### src/rtl/joystick_differential_drive_mixer_unit_assert.svh
// ----------------------------------------------------------------------------
// joystick differential drive mixer assertion macros
// concurrent assertion wrappers, empty when SYNTHESIS is defined
// ----------------------------------------------------------------------------
`ifndef JOYSTICK_DIFFERENTIAL_DRIVE_MIXER_UNIT_ASSERT_SVH
`define JOYSTICK_DIFFERENTIAL_DRIVE_MIXER_UNIT_ASSERT_SVH
`ifndef SYNTHESIS
`define JDDM_ASSERT(lbl, prop, msg) \
  lbl: assert property (@(posedge clk_i) disable iff (!rst_ni) prop) else $error(msg);
`define JDDM_ASSERT_ALWAYS(lbl, prop, msg) \
  lbl: assert property (@(posedge clk_i) prop) else $error(msg);
`else
`define JDDM_ASSERT(lbl, prop, msg)
`define JDDM_ASSERT_ALWAYS(lbl, prop, msg)
`endif
`endif

### src/rtl/jddm_pkg.sv
// ----------------------------------------------------------------------------
// jddm_pkg
// widths, constants and shared types of the drive mixer
// ----------------------------------------------------------------------------
package jddm_pkg;

  localparam int STICK_W  = 8;
  localparam int ANGLE_W  = 8;
  localparam int MP_W     = 9;
  localparam int PT_W     = 4;
  localparam int RAMP_W   = 5;
  localparam int V_W      = 9;    // mixed motor value, signed
  localparam int MIX_W    = V_W + 1;
  localparam int MAG_W    = 8;    // magnitude of a motor value, up to 129
  localparam int K_W      = 14;   // power times register times boost, up to 15330
  localparam int OP_A_W   = 15;
  localparam int OP_B_W   = 16;
  localparam int PROD_W   = OP_A_W + OP_B_W;
  localparam int DQ_W     = 12;   // pre-shifted value before the divide by 5 or 25
  localparam int O_W      = 10;   // scaled value magnitude, up to 772
  localparam int SLOPE_W  = 16;

  // shifts for division by reciprocal multiplication
  localparam int PRE5     = 9;    // 2560 = 512 * 5
  localparam int PRE25    = 10;   // 25600 = 1024 * 25
  localparam int SH5      = 18;
  localparam int SH25     = 20;
  localparam int SH127    = 22;

  localparam logic [OP_B_W-1:0] RECIP5      = 16'd52429;
  localparam logic [OP_B_W-1:0] RECIP25     = 16'd41944;
  localparam logic [OP_B_W-1:0] RECIP127    = 16'd33027;
  localparam logic [OP_B_W-1:0] BOOST_MUL   = 16'd3;
  localparam logic [OP_B_W-1:0] UNIT_MUL    = 16'd1;
  localparam logic [OP_B_W-1:0] ANGLE_SLOPE = 16'd45;

  localparam logic [SLOPE_W-1:0] NEG_BASE = 16'd11430;  // 90 * 127
  localparam logic [SLOPE_W-1:0] POS_BASE = 16'd12700;  // 100 * 127
  localparam logic [OP_A_W-1:0]  X_MAX    = 15'd22860;  // 180 * 127

  localparam logic signed [MIX_W-1:0] STICK_CENTRE = 10'sd127;
  localparam logic signed [MIX_W-1:0] THR_MAX      = 10'sd127;
  localparam logic signed [MIX_W-1:0] DEADBAND     = 10'sd5;
  localparam logic signed [MIX_W-1:0] MIX_ONE      = 10'sd1;

  localparam logic [PT_W-1:0]   PT_FULL    = 4'd10;
  localparam logic [PT_W-1:0]   PT_INIT    = 4'd1;
  localparam logic [RAMP_W-1:0] RAMP_LIMIT = 5'd20;
  localparam logic [RAMP_W-1:0] RAMP_SAT   = 5'd21;
  localparam logic [MP_W-1:0]   MP_RESET   = 9'd256;

  localparam logic [ANGLE_W-1:0] ANGLE_STOP = 8'd93;
  localparam logic [ANGLE_W-1:0] ANGLE_MIN  = 8'd0;
  localparam logic [ANGLE_W-1:0] ANGLE_MAX  = 8'd180;

  typedef struct packed {
    logic signed [V_W-1:0] rv;
    logic signed [V_W-1:0] lv;
    logic [PT_W-1:0]       pt;
    logic [RAMP_W-1:0]     ramp;
  } mix_t;

  typedef struct packed {
    logic              en;
    logic [OP_A_W-1:0] a;
    logic [OP_B_W-1:0] b;
  } mul_req_t;

endpackage

### src/rtl/jddm_in_if.sv
// ----------------------------------------------------------------------------
// jddm_in_if
// input channel: stick bytes, link status and boost buttons
// ----------------------------------------------------------------------------
interface jddm_in_if import jddm_pkg::*; ();
  logic               valid;
  logic               ready;
  logic [STICK_W-1:0] throttle_stick;
  logic [STICK_W-1:0] steer_stick;
  logic               link_up;
  logic               boost_up;
  logic               boost_down;

  modport source (
    output valid, throttle_stick, steer_stick, link_up, boost_up, boost_down,
    input  ready
  );
  modport sink (
    input  valid, throttle_stick, steer_stick, link_up, boost_up, boost_down,
    output ready
  );
endinterface

### src/rtl/jddm_out_if.sv
// ----------------------------------------------------------------------------
// jddm_out_if
// output channel: two servo angles and the halt flag
// ----------------------------------------------------------------------------
interface jddm_out_if import jddm_pkg::*; ();
  logic               valid;
  logic               ready;
  logic [ANGLE_W-1:0] right_angle;
  logic [ANGLE_W-1:0] left_angle;
  logic               halted;

  modport source (
    output valid, right_angle, left_angle, halted,
    input  ready
  );
  modport sink (
    input  valid, right_angle, left_angle, halted,
    output ready
  );
endinterface

### src/rtl/joystick_differential_drive_mixer_unit.sv
// ----------------------------------------------------------------------------
// joystick_differential_drive_mixer_unit
// arcade drive mixer with power ramp, one shared multiplier under a sequencer
// ----------------------------------------------------------------------------
// One item is taken when in_i.ready is high, which is only while the
// sequencer is idle. A connected item runs ten products in series through the
// single multiplier (power times motor power, boost, then per motor the
// magnitude, a reciprocal divide, the angle slope and a reciprocal divide by
// 127), and the next item is taken only once its result has been pushed to
// the output register. A motor whose scaled value is zero or whose negative
// angle bottoms out at zero skips the last step. An item with the link down
// skips the arithmetic and goes straight to the push step, which yields both
// angles at 93 with halted set. The result is held in an output register
// until taken; a stalled output holds the sequencer at its last step.
// motor_power is to be written by the user through cfg_we_i and cfg_wdata_i
// only while the block is idle; the block itself does not enforce this.
// motor_power resets to 256.
`include "joystick_differential_drive_mixer_unit_assert.svh"

module joystick_differential_drive_mixer_unit import jddm_pkg::*; (
  input  logic            clk_i,
  input  logic            rst_ni,
  input  logic            cfg_we_i,
  input  logic [MP_W-1:0] cfg_wdata_i,
  jddm_in_if.sink         in_i,
  jddm_out_if.source      out_o
);

  typedef enum logic [3:0] {
    S_IDLE,
    S_KPM,
    S_KBST,
    S_KCAP,
    S_MV,
    S_MQ,
    S_MO,
    S_MX,
    S_MA,
    S_PUSH
  } state_e;

  state_e             state_q;
  logic [PT_W-1:0]    pt_q;
  logic [RAMP_W-1:0]  ramp_q;
  logic [MP_W-1:0]    mp_q;
  logic               mot_q;
  logic [MAG_W-1:0]   mag_q [2];
  logic               neg_q [2];
  logic [ANGLE_W-1:0] ang_q [2];
  logic               halt_q;
  logic               bst_q;
  logic               dn_q;
  logic               oz_q;
  logic [K_W-1:0]     k_q;
  logic               out_valid_q;
  logic [ANGLE_W-1:0] out_r_q;
  logic [ANGLE_W-1:0] out_l_q;
  logic               out_h_q;

  logic               in_fire;
  mix_t               mix;
  mul_req_t           mul_req;
  logic [PROD_W-1:0]  prod;
  logic [O_W-1:0]     o_w;
  logic [SLOPE_W-1:0] slope;
  logic [SLOPE_W:0]   pos_sum;
  logic [SLOPE_W-1:0] neg_diff;
  logic               neg_zero;
  logic [OP_A_W-1:0]  x_w;
  logic [ANGLE_W-1:0] angle_w;
  logic [V_W-1:0]     rv_abs;
  logic [V_W-1:0]     lv_abs;

  assign in_fire      = in_i.valid & in_i.ready;
  assign in_i.ready   = (state_q == S_IDLE);
  assign out_o.valid  = out_valid_q;
  assign out_o.right_angle = out_r_q;
  assign out_o.left_angle  = out_l_q;
  assign out_o.halted = out_h_q;

  jddm_mix u_mix (
    .throttle_stick_i (in_i.throttle_stick),
    .steer_stick_i    (in_i.steer_stick),
    .pt_i             (pt_q),
    .ramp_i           (ramp_q),
    .mix_o            (mix)
  );

  jddm_mul u_mul (
    .clk_i  (clk_i),
    .req_i  (mul_req),
    .prod_o (prod)
  );

  assign rv_abs = mix.rv[V_W-1] ? V_W'(-mix.rv) : V_W'(mix.rv);
  assign lv_abs = mix.lv[V_W-1] ? V_W'(-mix.lv) : V_W'(mix.lv);

  // angle arithmetic on the product of the previous step
  always_comb begin
    o_w      = dn_q ? prod[SH25 +: O_W] : prod[SH5 +: O_W];
    slope    = prod[SLOPE_W-1:0];
    pos_sum  = {1'b0, slope} + {1'b0, POS_BASE};
    neg_zero = slope > NEG_BASE;
    neg_diff = NEG_BASE - slope;
    if (neg_q[mot_q]) begin
      x_w = neg_diff[OP_A_W-1:0];
    end else if (pos_sum > (SLOPE_W + 1)'(X_MAX)) begin
      x_w = X_MAX;
    end else begin
      x_w = pos_sum[OP_A_W-1:0];
    end
    angle_w = prod[SH127 +: ANGLE_W];
  end

  always_comb begin
    mul_req = '0;
    case (state_q)
      S_KPM: begin
        mul_req.en = 1'b1;
        mul_req.a  = OP_A_W'(pt_q);
        mul_req.b  = OP_B_W'(mp_q);
      end
      S_KBST: begin
        mul_req.en = 1'b1;
        mul_req.a  = OP_A_W'(prod[K_W-1:0]);
        mul_req.b  = bst_q ? BOOST_MUL : UNIT_MUL;
      end
      S_MV: begin
        mul_req.en = 1'b1;
        mul_req.a  = OP_A_W'(k_q);
        mul_req.b  = OP_B_W'(mag_q[mot_q]);
      end
      S_MQ: begin
        // low boost divides by 25600, otherwise by 2560
        mul_req.en = 1'b1;
        mul_req.a  = dn_q ? OP_A_W'(prod[PRE25 +: DQ_W]) : OP_A_W'(prod[PRE5 +: DQ_W]);
        mul_req.b  = dn_q ? RECIP25 : RECIP5;
      end
      S_MO: begin
        mul_req.en = 1'b1;
        mul_req.a  = OP_A_W'(o_w);
        mul_req.b  = ANGLE_SLOPE;
      end
      S_MX: begin
        mul_req.en = 1'b1;
        mul_req.a  = x_w;
        mul_req.b  = RECIP127;
      end
      default: begin
      end
    endcase
  end

  always_ff @(posedge clk_i or negedge rst_ni) begin
    if (!rst_ni) begin
      mp_q <= MP_RESET;
    end else if (cfg_we_i) begin
      mp_q <= cfg_wdata_i;
    end
  end

  always_ff @(posedge clk_i or negedge rst_ni) begin
    if (!rst_ni) begin
      state_q     <= S_IDLE;
      pt_q        <= '0;
      ramp_q      <= '0;
      mot_q       <= 1'b0;
      mag_q[0]    <= '0;
      mag_q[1]    <= '0;
      neg_q[0]    <= 1'b0;
      neg_q[1]    <= 1'b0;
      ang_q[0]    <= '0;
      ang_q[1]    <= '0;
      halt_q      <= 1'b0;
      bst_q       <= 1'b0;
      dn_q        <= 1'b0;
      oz_q        <= 1'b0;
      k_q         <= '0;
      out_valid_q <= 1'b0;
      out_r_q     <= '0;
      out_l_q     <= '0;
      out_h_q     <= 1'b0;
    end else begin
      // the push step reloads the output register itself
      if (out_valid_q && out_o.ready && (state_q != S_PUSH)) begin
        out_valid_q <= 1'b0;
      end
      case (state_q)
        S_IDLE: begin
          if (in_fire) begin
            if (!in_i.link_up) begin
              ang_q[0] <= ANGLE_STOP;
              ang_q[1] <= ANGLE_STOP;
              halt_q   <= 1'b1;
              state_q  <= S_PUSH;
            end else begin
              pt_q     <= mix.pt;
              ramp_q   <= mix.ramp;
              mag_q[0] <= rv_abs[MAG_W-1:0];
              mag_q[1] <= lv_abs[MAG_W-1:0];
              neg_q[0] <= mix.rv[V_W-1];
              neg_q[1] <= mix.lv[V_W-1];
              bst_q    <= in_i.boost_up | in_i.boost_down;
              dn_q     <= in_i.boost_down & ~in_i.boost_up;
              halt_q   <= 1'b0;
              mot_q    <= 1'b0;
              state_q  <= S_KPM;
            end
          end
        end
        S_KPM: begin
          state_q <= S_KBST;
        end
        S_KBST: begin
          state_q <= S_KCAP;
        end
        S_KCAP: begin
          k_q     <= prod[K_W-1:0];
          state_q <= S_MV;
        end
        S_MV: begin
          state_q <= S_MQ;
        end
        S_MQ: begin
          state_q <= S_MO;
        end
        S_MO: begin
          oz_q    <= (o_w == '0);
          state_q <= S_MX;
        end
        S_MX: begin
          if (oz_q || (neg_q[mot_q] && neg_zero)) begin
            ang_q[mot_q] <= oz_q ? ANGLE_STOP : ANGLE_MIN;
            mot_q        <= 1'b1;
            state_q      <= mot_q ? S_PUSH : S_MV;
          end else begin
            state_q <= S_MA;
          end
        end
        S_MA: begin
          ang_q[mot_q] <= angle_w;
          mot_q        <= 1'b1;
          state_q      <= mot_q ? S_PUSH : S_MV;
        end
        S_PUSH: begin
          if (!out_valid_q || out_o.ready) begin
            out_valid_q <= 1'b1;
            out_r_q     <= ang_q[0];
            out_l_q     <= ang_q[1];
            out_h_q     <= halt_q;
            state_q     <= S_IDLE;
          end
        end
        default: begin
          state_q <= S_IDLE;
        end
      endcase
    end
  end

  `JDDM_ASSERT_ALWAYS(a_pt_range, (pt_q <= PT_FULL), "ramp power above full")
  `JDDM_ASSERT_ALWAYS(a_ramp_range, (ramp_q <= RAMP_SAT), "ramp count above saturation")
  `JDDM_ASSERT(a_halt_stop,
    (out_o.valid && out_o.halted) |->
      (out_o.right_angle == ANGLE_STOP && out_o.left_angle == ANGLE_STOP),
    "halted item without stop angles")
  `JDDM_ASSERT(a_link_down_state,
    (in_fire && !in_i.link_up) |=> ($stable(pt_q) && $stable(ramp_q)),
    "link down item changed ramp state")
  `JDDM_ASSERT(a_angle_max,
    out_o.valid |-> (out_o.right_angle <= ANGLE_MAX && out_o.left_angle <= ANGLE_MAX),
    "angle above limit")

endmodule

### src/rtl/jddm_mix.sv
// ----------------------------------------------------------------------------
// jddm_mix
// stick centering, deadband, turn mixing and power ramp next state
// ----------------------------------------------------------------------------
module jddm_mix import jddm_pkg::*; (
  input  logic [STICK_W-1:0] throttle_stick_i,
  input  logic [STICK_W-1:0] steer_stick_i,
  input  logic [PT_W-1:0]    pt_i,
  input  logic [RAMP_W-1:0]  ramp_i,
  output mix_t               mix_o
);

  logic signed [MIX_W-1:0] r;
  logic signed [MIX_W-1:0] s;
  logic signed [MIX_W-1:0] rv;
  logic signed [MIX_W-1:0] lv;
  logic                    neg_turn;
  logic                    pos_turn;
  logic [PT_W-1:0]         pt;
  logic [RAMP_W-1:0]       ramp;

  always_comb begin
    r = $signed({2'b00, throttle_stick_i}) - STICK_CENTRE;
    s = $signed({2'b00, steer_stick_i}) - STICK_CENTRE;
    if (r > THR_MAX) begin
      r = THR_MAX;
    end else if (r > -DEADBAND && r < DEADBAND) begin
      r = '0;
    end
    neg_turn = s < -DEADBAND;
    pos_turn = s > DEADBAND;
    rv   = r;
    lv   = r;
    pt   = pt_i;
    ramp = ramp_i;

    if (r < 0) begin
      if (neg_turn) begin
        lv = r - s;
      end else if (pos_turn) begin
        rv = r + s - MIX_ONE;
      end
    end else if (r > 0) begin
      if (neg_turn) begin
        lv = r + s - MIX_ONE;
      end else if (pos_turn) begin
        rv = r - s;
      end
    end else begin
      // spin in place runs at full power
      if (neg_turn) begin
        lv = -s;
        rv = s;
        pt = PT_FULL;
      end else if (pos_turn) begin
        rv = s - MIX_ONE;
        lv = -(s + MIX_ONE);
        pt = PT_FULL;
      end
    end

    if (r != 0) begin
      if (ramp > RAMP_LIMIT && pt < PT_FULL) begin
        pt   = pt + 1'b1;
        ramp = '0;
      end
      if (ramp < RAMP_SAT) begin
        ramp = ramp + 1'b1;
      end
    end else if (!(neg_turn || pos_turn)) begin
      pt   = PT_INIT;
      ramp = '0;
    end

    mix_o.rv   = rv[V_W-1:0];
    mix_o.lv   = lv[V_W-1:0];
    mix_o.pt   = pt;
    mix_o.ramp = ramp;
  end

endmodule

### src/rtl/jddm_mul.sv
// ----------------------------------------------------------------------------
// jddm_mul
// shared unsigned multiplier with registered product
// ----------------------------------------------------------------------------
module jddm_mul import jddm_pkg::*; (
  input  logic              clk_i,
  input  mul_req_t          req_i,
  output logic [PROD_W-1:0] prod_o
);

  logic [PROD_W-1:0] prod_q;

  always_ff @(posedge clk_i) begin
    if (req_i.en) begin
      prod_q <= PROD_W'(req_i.a) * PROD_W'(req_i.b);
    end
  end

  assign prod_o = prod_q;

endmodule

### src/flat_wrapper.sv
// flat-port wrapper written by rule: the top's interface ports become plain ports
module joystick_differential_drive_mixer_unit_flat import jddm_pkg::*;
  (clk_i, rst_ni, cfg_we_i, cfg_wdata_i, in_i_valid, in_i_throttle_stick, in_i_steer_stick, in_i_link_up, in_i_boost_up, in_i_boost_down, in_i_ready, out_o_valid, out_o_right_angle, out_o_left_angle, out_o_halted, out_o_ready);
  jddm_in_if in_i_i ();
  jddm_out_if out_o_i ();
  input  logic clk_i;
  input  logic rst_ni;
  input  logic cfg_we_i;
  input  logic [MP_W-1:0] cfg_wdata_i;
  input wire logic [$bits(in_i_i.valid)-1:0] in_i_valid;
  input wire logic [$bits(in_i_i.throttle_stick)-1:0] in_i_throttle_stick;
  input wire logic [$bits(in_i_i.steer_stick)-1:0] in_i_steer_stick;
  input wire logic [$bits(in_i_i.link_up)-1:0] in_i_link_up;
  input wire logic [$bits(in_i_i.boost_up)-1:0] in_i_boost_up;
  input wire logic [$bits(in_i_i.boost_down)-1:0] in_i_boost_down;
  output wire logic [$bits(in_i_i.ready)-1:0] in_i_ready;
  output wire logic [$bits(out_o_i.valid)-1:0] out_o_valid;
  output wire logic [$bits(out_o_i.right_angle)-1:0] out_o_right_angle;
  output wire logic [$bits(out_o_i.left_angle)-1:0] out_o_left_angle;
  output wire logic [$bits(out_o_i.halted)-1:0] out_o_halted;
  input wire logic [$bits(out_o_i.ready)-1:0] out_o_ready;
  assign in_i_i.valid = in_i_valid;
  assign in_i_i.throttle_stick = in_i_throttle_stick;
  assign in_i_i.steer_stick = in_i_steer_stick;
  assign in_i_i.link_up = in_i_link_up;
  assign in_i_i.boost_up = in_i_boost_up;
  assign in_i_i.boost_down = in_i_boost_down;
  assign in_i_ready = in_i_i.ready;
  assign out_o_valid = out_o_i.valid;
  assign out_o_right_angle = out_o_i.right_angle;
  assign out_o_left_angle = out_o_i.left_angle;
  assign out_o_halted = out_o_i.halted;
  assign out_o_i.ready = out_o_ready;
  joystick_differential_drive_mixer_unit u_core (.clk_i(clk_i), .rst_ni(rst_ni), .cfg_we_i(cfg_we_i), .cfg_wdata_i(cfg_wdata_i), .in_i(in_i_i), .out_o(out_o_i));
endmodule
### config.mk
export PLATFORM = sky130hd
export DESIGN_NAME = joystick_differential_drive_mixer_unit_flat
export DESIGN_NICKNAME = d
export VERILOG_FILES = /design/src/rtl/jddm_pkg.sv /design/src/rtl/jddm_in_if.sv /design/src/rtl/jddm_out_if.sv /design/src/rtl/joystick_differential_drive_mixer_unit.sv /design/src/rtl/jddm_mix.sv /design/src/rtl/jddm_mul.sv /design/src/flat_wrapper.sv
export VERILOG_INCLUDE_DIRS = /design/src /design/src/rtl
export SDC_FILE = /design/constraint.sdc
export NUM_CORES = 1
export LEC_CHECK = 0
export BUFFER_PORTS_ARGS = -buffer_cell sky130_fd_sc_hd__buf_2
export CAP_MARGIN = 20
export CORE_MARGIN = 4
export CORE_UTILIZATION = 57
export CTS_BUF_LIST = sky130_fd_sc_hd__clkbuf_4 sky130_fd_sc_hd__clkbuf_8
export CTS_CLUSTER_DIAMETER = 150
export CTS_CLUSTER_SIZE = 25
export DETAILED_ROUTE_END_ITERATION = 10
export GPL_TIMING_DRIVEN = 0
export PLACE_DENSITY = 0.74
export SYNTH_ARGS = -nofsm -noshare
export SYNTH_HDL_FRONTEND = slang
export SYNTH_SLANG_ARGS = --single-unit
### constraint.sdc
create_clock -name clk_i -period 14.41 [get_ports clk_i]
set_clock_uncertainty 0.2 [all_clocks]
set_input_delay 2.882 -clock clk_i [delete_from_list [all_inputs] [get_ports clk_i]]
set_output_delay 2.882 -clock clk_i [all_outputs]
set_load 0.01 [all_outputs]
---- Word-level counts from Yosys, hierarchy flattened ----
Cells that the tools add are included.
W data, S select, Z words.
storage, ports and cells
  flip-flop bits (word level) ............. 123
operators by class
  $add $sub $neg .......................... 15
  multiply operators ...................... 1
  order comparisons ....................... 14
  equal/unequal tests ..................... 16
  muxes and demuxes ....................... 66
  bitwise gates (word level) .............. 5
  reductions and logical operators ........ 21
operators by type and width
  cell                      count
  $pmux W32 S6              1
  $mux W9                   14
  $mux W16                  3
  $mux W4                   12
  $mux W8                   6
  $pmux W16 S3              1
  $mux W15                  3
  $pmux W4 S10              1
  $bwmux W16                2
  $reduce_bool A32 Y1       1
  $mul A15 B16 Y30          1
  $mux W10                  3
  $mux W5                   5
  $neg A9 Y9                2
  $sub A8 B7 Y9 const B     2
  $sub A9 B2 Y9 const B     2
  $add A16 B14 Y17 const B  1
  $gt A17 B15 Y1 const B    1
  $eq A4 B3 Y1 const B      4
  $gt A16 B14 Y1 const B    1
  $neg A8 Y8                2
  $sub A14 B15 Y15 const A  1
  $mux W12                  1
  $reduce_and A4 Y1         3
  other kinds (40)          65

---- Depth between registers and ports, before layout ----
Gate-level depths: netlist of run 1.
  word-level depth ........................ 15
  depth in mapped cells ................... 37
  gate-level depth less buffers ........... 36

---- Hierarchy ----
A second synthesis of run 1 with hierarchy kept.
second synthesis, totals
  cell total of the unflattened synthesis .. 2,028
  area total of the unflattened synthesis .. 17,710.7 µm²
modules (own cells, without submodules)
  module                                  times used  cells an instance  area each (µm²)  sequential area each (µm²)
  jddm_mul                                1           976                9,091.2          930.9
  joystick_differential_drive_mixer_unit  1           659                5,899.4          2,328.5
  jddm_mix                                1           393                2,720.1          0.0

---- Worst setup path after synthesis of run 1 ----
OpenSTA, ideal clock, no wires.
  kind .................................... reg2reg
  start ................................... register u_core.u_mul.prod_q[2], in the netlist u_core.u_mul.prod_o[2]
  end ..................................... register u_core.u_mul.prod_q[28], in the netlist u_core.u_mul.prod_o[28], data pin
  arrival ................................. 8,419 ps
  data required time ...................... 13,952 ps
  slack ................................... 5,533 ps
  cell stages (with the launch flop) ...... 37
  path buffers ............................ 1
  cells stage by stage .................... edfxtp_1 > inv_1 > ha_1 > nand2b_1 > a311oi_2 > xor2_1 > a31o_2 > a211oi_1 > o32ai_1 > nand2_1 > a21o_1 > buf_2 > nor2_1 > nor4b_4 > nor2_1 > fa_1 > inv_1 > fa_1 > inv_1 > fa_1 > ha_1 > fa_1 > inv_1 > fa_1 > inv_1 > ha_1 > or3_1 > nor2_1 > o21ai_1 > a41oi_1 > o21ai_1 > o21ai_0 > a21oi_1 > o211a_1 > or3_1 > a31oi_1 > xnor2_1
between the ends
  cells in the longest elaborated chain, start to end .. 6
ends and longest elaborated chain
  what                    RTL line                                       RTL
  start, declared         jddm_mul.sv:11                                 logic [PROD_W-1:0] prod_q;
  start signal, assigned  jddm_mul.sv:15                                 prod_q <= PROD_W'(req_i.a) * PROD_W'(req_i.b);
  $add A16 B14 Y17        joystick_differential_drive_mixer_unit.sv:102  pos_sum = {1'b0, slope} + {1'b0, POS_BASE};
  $gt A17 B15 Y1          joystick_differential_drive_mixer_unit.sv:107  end else if (pos_sum > (SLOPE_W + 1)'(X_MAX)) begin
  $mux W15                joystick_differential_drive_mixer_unit.sv:107
  $mux W15                joystick_differential_drive_mixer_unit.sv:105  if (neg_q[mot_q]) begin
  $pmux W32 S6 *          joystick_differential_drive_mixer_unit.sv:117  case (state_q)
  $mul A15 B16 Y30 *      jddm_mul.sv:15
Mark *: on every way between the ends. The rest lies on a longest branch, timed or not.
A chain may end at the register's enable or synchronous reset.

---- Worst setup path after layout of run 1 ----
  start ................................... register u_core.u_mul.prod_q[3], in the netlist u_core.u_mul.prod_o[3]
  end ..................................... register u_core.u_mul.prod_q[28], in the netlist u_core.u_mul.prod_o[28], data pin
The elaborated chain is that of the path after synthesis.

==> results of run 1 <==
[worst max-delay path, delay by kind of cell (launching register included)]
| kind | cells | cell delay [ps] |
|---|---|---|
| DFF | 1 | 530 |
| buffers and inverters | 6 | 630 |
| AOI/OAI and AO/OA | 12 | 3080 |
| xor gates and xnor gates | 2 | 240 |
| adders and majority gates | 8 | 3530 |
| and+or+nand+nor | 8 | 2150 |
[kinds of logic after synthesis]
logic type,share of synthesized area
AND/OR/NAND/NOR,0.153
other,0.000465
AO/OA/AOI/OAI,0.164
XOR/XNOR,0.0412
buffers and inverters,0.0840
multiplexers,0.0420
adder cells (fa/ha/maj),0.316
flip-flops,0.200
[power by group through the flow]
stage               clock network (W)  registers, W  logic, W
floorplan                           0      0.000663   0.00200
global placement                    0      0.000689   0.00269
detailed placement                  0      0.000689   0.00278
CTS                          0.000320      0.000684   0.00282
global route                 0.000337      0.000701   0.00320
finish                       0.000320      0.000688   0.00284
[flip-flops by register name (all words and copies together), names as in the netlist, 2 cells and up]
| register | count |
|---|---|
| u_core.out_o.right_angle | 8 |
| u_core.mag_q | 16 |
| u_core.mp_q | 9 |
| u_core.state_q | 4 |
| u_core.ramp_q | 5 |
| u_core.u_mul.prod_o | 30 |
| u_core.pt_q | 4 |
| u_core.ang_q | 16 |
| u_core.out_o.left_angle | 8 |
| u_core.neg_q | 2 |
| u_core.k_q | 14 |
[per-stage QoR]
| step | area [sq um] | power, W | hold slack, ps | std cells |
|---|---|---|---|---|
| after detailed placement | 17100 | 0.00347 | 278 | 2261 |
| after floorplan | 16200 | 0.00266 | 242 | 1831 |
| after global routing | 17500 | 0.00423 | 318 | 2295 |
| after CTS | 17500 | 0.00382 | 297 | 2293 |
| after global placement | 16900 | 0.00338 | 256 | 2254 |
| final | 17500 | 0.00385 | 294 | 2295 |
[path summary, 6_finish.rpt]
check | end | slack, ps
min in group asynchronous | u_core.mag_q[15] | 2210
max in group asynchronous | u_core.ang_q[3] | 11130
min reg2reg | u_core.mag_q[1] | 290
max | u_core.u_mul.prod_o[28] | 3820
min | u_core.mag_q[1] | 290
max reg2reg | u_core.u_mul.prod_o[28] | 3820
[metal layers]
metal / up-vias / GRT usage / wire (microns)
met5: - / 0 / 13
met4: 2 / 0.0961 / 1610
met3: 119 / 0.0411 / 3250
met2: 623 / 0.485 / 21200
met1: 6733 / 0.421 / 19700
li1: 6296 / - / -
[final cells by class]
type / instances / share of cell area
Buffer: 66 / 0.0175
Clock buffer: 17 / 0.0134
Clock inverter: 15 / 0.00966
Inverter: 280 / 0.0601
Multi-Input combinational cell: 1362 / 0.668
Sequential cell: 123 / 0.185
Tap cell: 378 / 0.0271
Timing Repair Buffer: 54 / 0.0193
[cell usage after synthesis (19+ instances only)]
cell      number  area share
inv_1        278       0.065
fa_1         166        0.21
nor2_1       165       0.038
ha_1         142        0.11
nand2_1      133       0.031
dfrtp_1       92        0.14
o21ai_0       89       0.028
a21oi_1       81       0.025
xnor2_1       50       0.027
mux2_2        47       0.033
clkbuf_1      40      0.0093
nor3_1        36       0.011
edfxtp_1      30       0.056
nand2b_1      28       0.011
xor2_1        26       0.014
nand3_1       25      0.0077
and2_1        23      0.0089
or2_2         21      0.0081
o21a_1        20      0.0093
a31oi_1       19      0.0074
==> impl_metrics.tcl, run 1 <==
set metrics [dict create \
    status "completed" \
    firstDrtPassIters 5 \
    finalWirelength_microns 45800 \
    cp_slowest_stage_delay_ps 740 \
    regArea_sq_mm 0.00323 \
    fillers 2415 \
    p_comb_frac 0.738 \
    routabilityCongestion 0.989 \
    cp.arrival_ps 10600 \
    clkLatencyLatePin_ps 460 \
    synth_area_sq_mm 0.0162 \
    yosysSeqAreaShare 0.200 \
    dr_total_vias 13773 \
    final-setup-viol-count 0 \
    grt_max_degree 54 \
    tns_ps 0 \
    crit_path_top_delay_cell "nor4b_4" \
    max_cap_violations 0 \
    seqPwrFrac 0.179 \
    synth.avg_cell_area_sq_um 8.92 \
    coreArea_sq_mm 0.0279 \
    ctsResizeCount 0 \
    drv_slew 0 \
    reg2reg_from "u_core.u_mul.prod_o[3]" \
    synth-edff-count 30 \
    synthCells 1812 \
    required_ps 14430 \
    dp_worst_setup_slack_ps 4070 \
    period_share 0.735 \
    synth_seq_cells 123 \
    layout_min_cycle_time_ps 10590 \
    fin_nets 2245 \
    antenna-diode-count 0 \
    rows 61 \
    drt_iter0_markers 1239 \
    cts_max_level 4 \
    cts-hold-fix-buffers 0 \
    layout_common_cells "inv_1, fa_1, nor2_1" \
    numPortBuffers 45 \
    path_max_fanout 10 \
    dieWidth_microns 176 \
    reg2regPathDepth 36 \
    start_kind "flip-flop" \
    place_hpwl_microns 37400 \
    p_int_w 0.00180 \
    min_path_type "flip-flop to flip-flop" \
    p_clk_frac 0.083 \
    grt_pass1_wl_microns 73800 \
    fmax_mhz 94.5 \
    start_util 0.580 \
    hold_path_depth 2 \
    power_density_mw_per_mm2 220 \
    dieArea_sq_mm 0.0311 \
    ioPinCount 52 \
    ir_drop_uv 101 \
    post_cts.repair.setup_buffers 0 \
    clock_sink_count 123 \
    crit_path_start "u_core.u_mul.prod_o[3]" \
    worst_setup_path_end_kind "flip-flop" \
    chipHeight_microns 176 \
    grt_setup_unrepaired "false" \
    grt-ovfl-total 0 \
    p_leak_nw 8.40 \
    antenna_found_initial 2 \
    cts-buffers-inserted 17 \
    cts_buffer_depth 2 \
    vias_per_cell 6.00 \
    yosys_warnings 0 \
    max-slew-margin-rel 0.000539 \
    drive_gt1_frac 0.115 \
    cts_tree "done" \
    grt_pass1_vias 13777 \
    root_buffer "clkbuf_8" \
    finalWorstSetupSlack_ps 3820 \
    utilization 0.628 \
    ys_types 97 \
    area_delta_synth_final_pct 8.18 \
    wl_per_cell_microns 19.9 \
    hold_viol 0 \
    worst_pin_slew_ps 1500 \
    crit_type "flip-flop to flip-flop" \
    p_sw_w 0.00205 \
    grt_util_all_layers 0.300 \
    multi_input_area_sq_mm 0.0117 \
    ys.flop_type "dfrtp_1" \
    synthArstFlopShare 0.756 \
    path_clk_slew_ps 90 \
    detail-route-antenna-nets 0 \
    drc_errors 0 \
    swShare 0.532 \
    hp-start "u_core.mag_q[1]" \
    layout_commonest_cell "inv_1" \
]
Power figures use the tool's default switching activity.
==> inputs of run 2 (changes only) <==
--- a/config.mk
+++ b/config.mk
@@ -6,6 +6,7 @@
 export SDC_FILE = /design/constraint.sdc
 export NUM_CORES = 1
 export LEC_CHECK = 0
+export ABC_AREA = 1
 export BUFFER_PORTS_ARGS = -buffer_cell sky130_fd_sc_hd__buf_2
 export CAP_MARGIN = 20
 export CORE_MARGIN = 4
@@ -15,7 +16,7 @@
 export CTS_CLUSTER_SIZE = 25
 export DETAILED_ROUTE_END_ITERATION = 10
 export GPL_TIMING_DRIVEN = 0
-export PLACE_DENSITY = 0.74
+export PLACE_DENSITY = 0.77
 export SYNTH_ARGS = -nofsm -noshare
 export SYNTH_HDL_FRONTEND = slang
 export SYNTH_SLANG_ARGS = --single-unit
==> constraint.sdc (replaced) <==
create_clock -name clk_i -period 9.5 [get_ports clk_i]
set_clock_uncertainty 0.2 [all_clocks]
set_input_delay 1.9 -clock clk_i [delete_from_list [all_inputs] [get_ports clk_i]]
set_output_delay 1.9 -clock clk_i [all_outputs]
set_load 0.01 [all_outputs]
==> run 2 against run 1 <==
Critical path depth decreased by 4; first-iteration DRC count increased by 37%; largest cell class unchanged; core utilization about the same; sequential power increased by 48%; critical path type unchanged; the run now ends with slew limit left; sequential share of layout area decreased by 0.58 points; critical endpoint is now u_core.u_mul.prod_o[21]; non-clock buffer count decreased by 9.
==> impl_metrics.tcl, run 2 <==
set metrics [dict create \
    swShare 0.562 \
    finalWorstSetupSlack_ps 573 \
    synth-edff-count 30 \
    holdPathEnd "u_core.out_o.left_angle[4]" \
    start_kind "flip-flop" \
    synth_top_area_share 0.199 \
    grt_util_all_layers 0.326 \
    design_area_sq_mm 0.0180 \
    critPathMostFrequentCell "nand2_1" \
    numPortBuffers 51 \
    clock_sink_count 123 \
    cp_slowest_stage_delay_ps 560 \
    crit_type "flip-flop to flip-flop" \
    firstDrtPassIters 6 \
    ioPinCount 52 \
    grt_max_degree 67 \
    max-slew-margin-rel -0.0807 \
    cts-buffers-inserted 17 \
    dieArea_sq_mm 0.0320 \
    synth_seq_cells 123 \
    drc_errors 0 \
    p_clk_frac 0.088 \
    ir_drop_uv 165 \
    coreArea_sq_mm 0.0288 \
    layout_min_cycle_time_ps 8930 \
    antenna-diode-count 0 \
    drv_slew 6 \
    multi_input_area_sq_mm 0.0117 \
    hold_path_depth 2 \
    grt_pass1_wl_microns 80400 \
    drt_iter0_markers 1700 \
    reg2reg_to "u_core.u_mul.prod_o[21]" \
    grt_pass1_vias 14737 \
    cp.arrival_ps 8940 \
    ys_types 68 \
    synthCells 2157 \
    path_clk_slew_ps 90 \
    grt_setup_unrepaired "false" \
    p_leak_nw 9.38 \
    clkLatencyLatePin_ps 470 \
    period_share 0.940 \
    p_int_w 0.00240 \
    yosysSeqAreaShare 0.194 \
    regArea_sq_mm 0.00323 \
    fmax_mhz 112 \
    synthArstFlopShare 0.756 \
    p_sw_w 0.00309 \
    place_area_sq_mm 0.0176 \
    drive_gt1_frac 0.105 \
    chipHeight_microns 179 \
    antenna_found_initial 0 \
    synth_top_cell_by_area "fa_1" \
    p_comb_frac 0.726 \
    cts_buffer_depth 2 \
    dp_worst_setup_slack_ps 665 \
    reg2reg_from "u_core.u_mul.prod_o[2]" \
    reg2reg_slack_ps 570 \
    root_buffer "clkbuf_8" \
    wl_per_cell_microns 19.2 \
    start_util 0.579 \
    ys.flop_type "dfrtp_1" \
    area_delta_synth_final_pct 8.34 \
    layout_common_cells "nand2_1, inv_1, fa_1" \
    cts-hold-fix-buffers 0 \
    detail-route-antenna-nets 0 \
    synthTopCellsByCount "nand2_1, inv_1, fa_1" \
    required_ps 9510 \
    finalWirelength_microns 51100 \
    yosys_warnings 0 \
    status "finished with violations" \
    hp-start "u_core.out_o.left_angle[4]" \
    violations "slew limit" \
    final-setup-viol-count 0 \
    vias_per_cell 5.71 \
    worst_setup_path_end_kind "flip-flop" \
    layout_commonest_cell "nand2_1" \
    hold_viol 0 \
    min_path_type "flip-flop to flip-flop" \
    rows 62 \
    cts_tree "done" \
    dr_total_vias 15173 \
    yosysMostFrequentCell "nand2_1" \
    dieWidth_microns 179 \
    power_density_mw_per_mm2 304 \
    grt-ovfl-total 0 \
    place_hpwl_microns 42100 \
    crit_path_top_delay_cell "fa_1" \
    path_max_fanout 8 \
    reg2regPathDepth 32 \
    synth.avg_cell_area_sq_um 7.72 \
    fin_nets 2600 \
    fillers 2579 \
    largest_reg_flops 30 \
    synth.area.top_cells "fa_1, dfrtp_1, ha_1" \
    seqPwrFrac 0.186 \
    worst_pin_slew_ps 1620 \
    cts_max_level 4 \
    routabilityCongestion 1.01 \
    synth_area_sq_mm 0.0167 \
    max_cap_violations 0 \
]
==> run 2: cell types whose count changed after synthesis, sizes merged, moves of 30 or more <==
cell   delta
mux2     -39
inv     +150
xnor2    -30
o21ai    +54
nand2   +329
nand3    +99
a21oi    +51
==> run 2: through the flow <==
| step | std cells | util | TNS, ps | hold WS (ps) | power (W) |
|---|---|---|---|---|---|
| floorplan | 2176 | - | 0 | 242 | 0.00372 |
| global placement | 2611 | 0.607 | -77.2 | 264 | 0.00478 |
| detailed placement | 2620 | 0.612 | 0 | 270 | 0.00492 |
| CTS | 2652 | 0.626 | 0 | 292 | 0.00543 |
| global route | 2656 | 0.627 | 0 | 307 | 0.00603 |
| finish | 2656 | 0.627 | 0 | 286 | 0.00549 |
==> run 2: power groups by stage <==
stage | combinational (W) | clock, W | sequential, W
detailed placement | 0.00389 | 0 | 0.00103
global route | 0.00447 | 0.000515 | 0.00104
finish | 0.00399 | 0.000483 | 0.00102
global placement | 0.00376 | 0 | 0.00102
CTS | 0.00393 | 0.000488 | 0.00102
floorplan | 0.00272 | 0 | 0.000995
==> run 2: worst max path at each step <==
stage                      startpoint                 endpoint  slack, ps  cells past startpoint
2_1_floorplan  u_core.u_mul.prod_o[2]  u_core.u_mul.prod_o[21]       1910                     39
3_3_place_gp        u_core.state_q[0]  u_core.u_mul.prod_o[22]        -80                     33
3_5_place_dp   u_core.u_mul.prod_o[2]  u_core.u_mul.prod_o[22]        660                     34
4_1_cts        u_core.u_mul.prod_o[2]  u_core.u_mul.prod_o[22]        590                     34
5_1_grt        u_core.u_mul.prod_o[2]  u_core.u_mul.prod_o[22]         60                     36
6_report       u_core.u_mul.prod_o[2]  u_core.u_mul.prod_o[21]        570                     32
==> run 2: cell type report <==
| cell class | instances | share of cell area |
|---|---|---|
| clock buffers | 17 | 0.0130 |
| multi-input cells | 1573 | 0.647 |
| inverters | 433 | 0.0903 |
| flip-flops and latches | 123 | 0.179 |
| well taps | 384 | 0.0266 |
| plain buffers | 47 | 0.0135 |
| repair buffers | 64 | 0.0218 |
| clock inverters | 15 | 0.00908 |
==> run 2: kinds of logic after synthesis <==
kind of cell | count (synthesis) | synth area share
and+or+nand+nor | 799 | 0.218
DFF | 123 | 0.194
AOI/OAI and AO/OA | 374 | 0.130
other | 2 | 0.000451
adders and majority gates | 308 | 0.306
xor gates and xnor gates | 62 | 0.0326
muxes | 9 | 0.00601
buffers and inverters | 480 | 0.112
==> run 2: worst max-delay path, delay by kind of cell (launching register included) <==
family	cells	cell delay (ps)
adders and majority gates	8	3790
and+or+nand+nor	12	2030
xor gates and xnor gates	1	110
DFF	1	480
AOI/OAI and AO/OA	7	1660
buffers and inverters	4	420
==> run 2: routing by layer <==
| layer | global-route usage | vias to the layer above | routed length (microns) |
|---|---|---|---|
| li1 | - | 7118 | - |
| met1 | 0.474 | 7239 | 22200 |
| met2 | 0.491 | 699 | 22400 |
| met3 | 0.0662 | 117 | 4850 |
| met4 | 0.106 | 0 | 1680 |
| met5 | 0 | - | 0 |
==> run 2: repair_timing <==
| item | CTS | global route |
|---|---|---|
| setup endpoints to repair | 0 | 1 |
| resized for setup | 0 | 3 |
| endpoints found under the hold margin | 0 | 0 |
| buffers inserted | 0 | 4 |
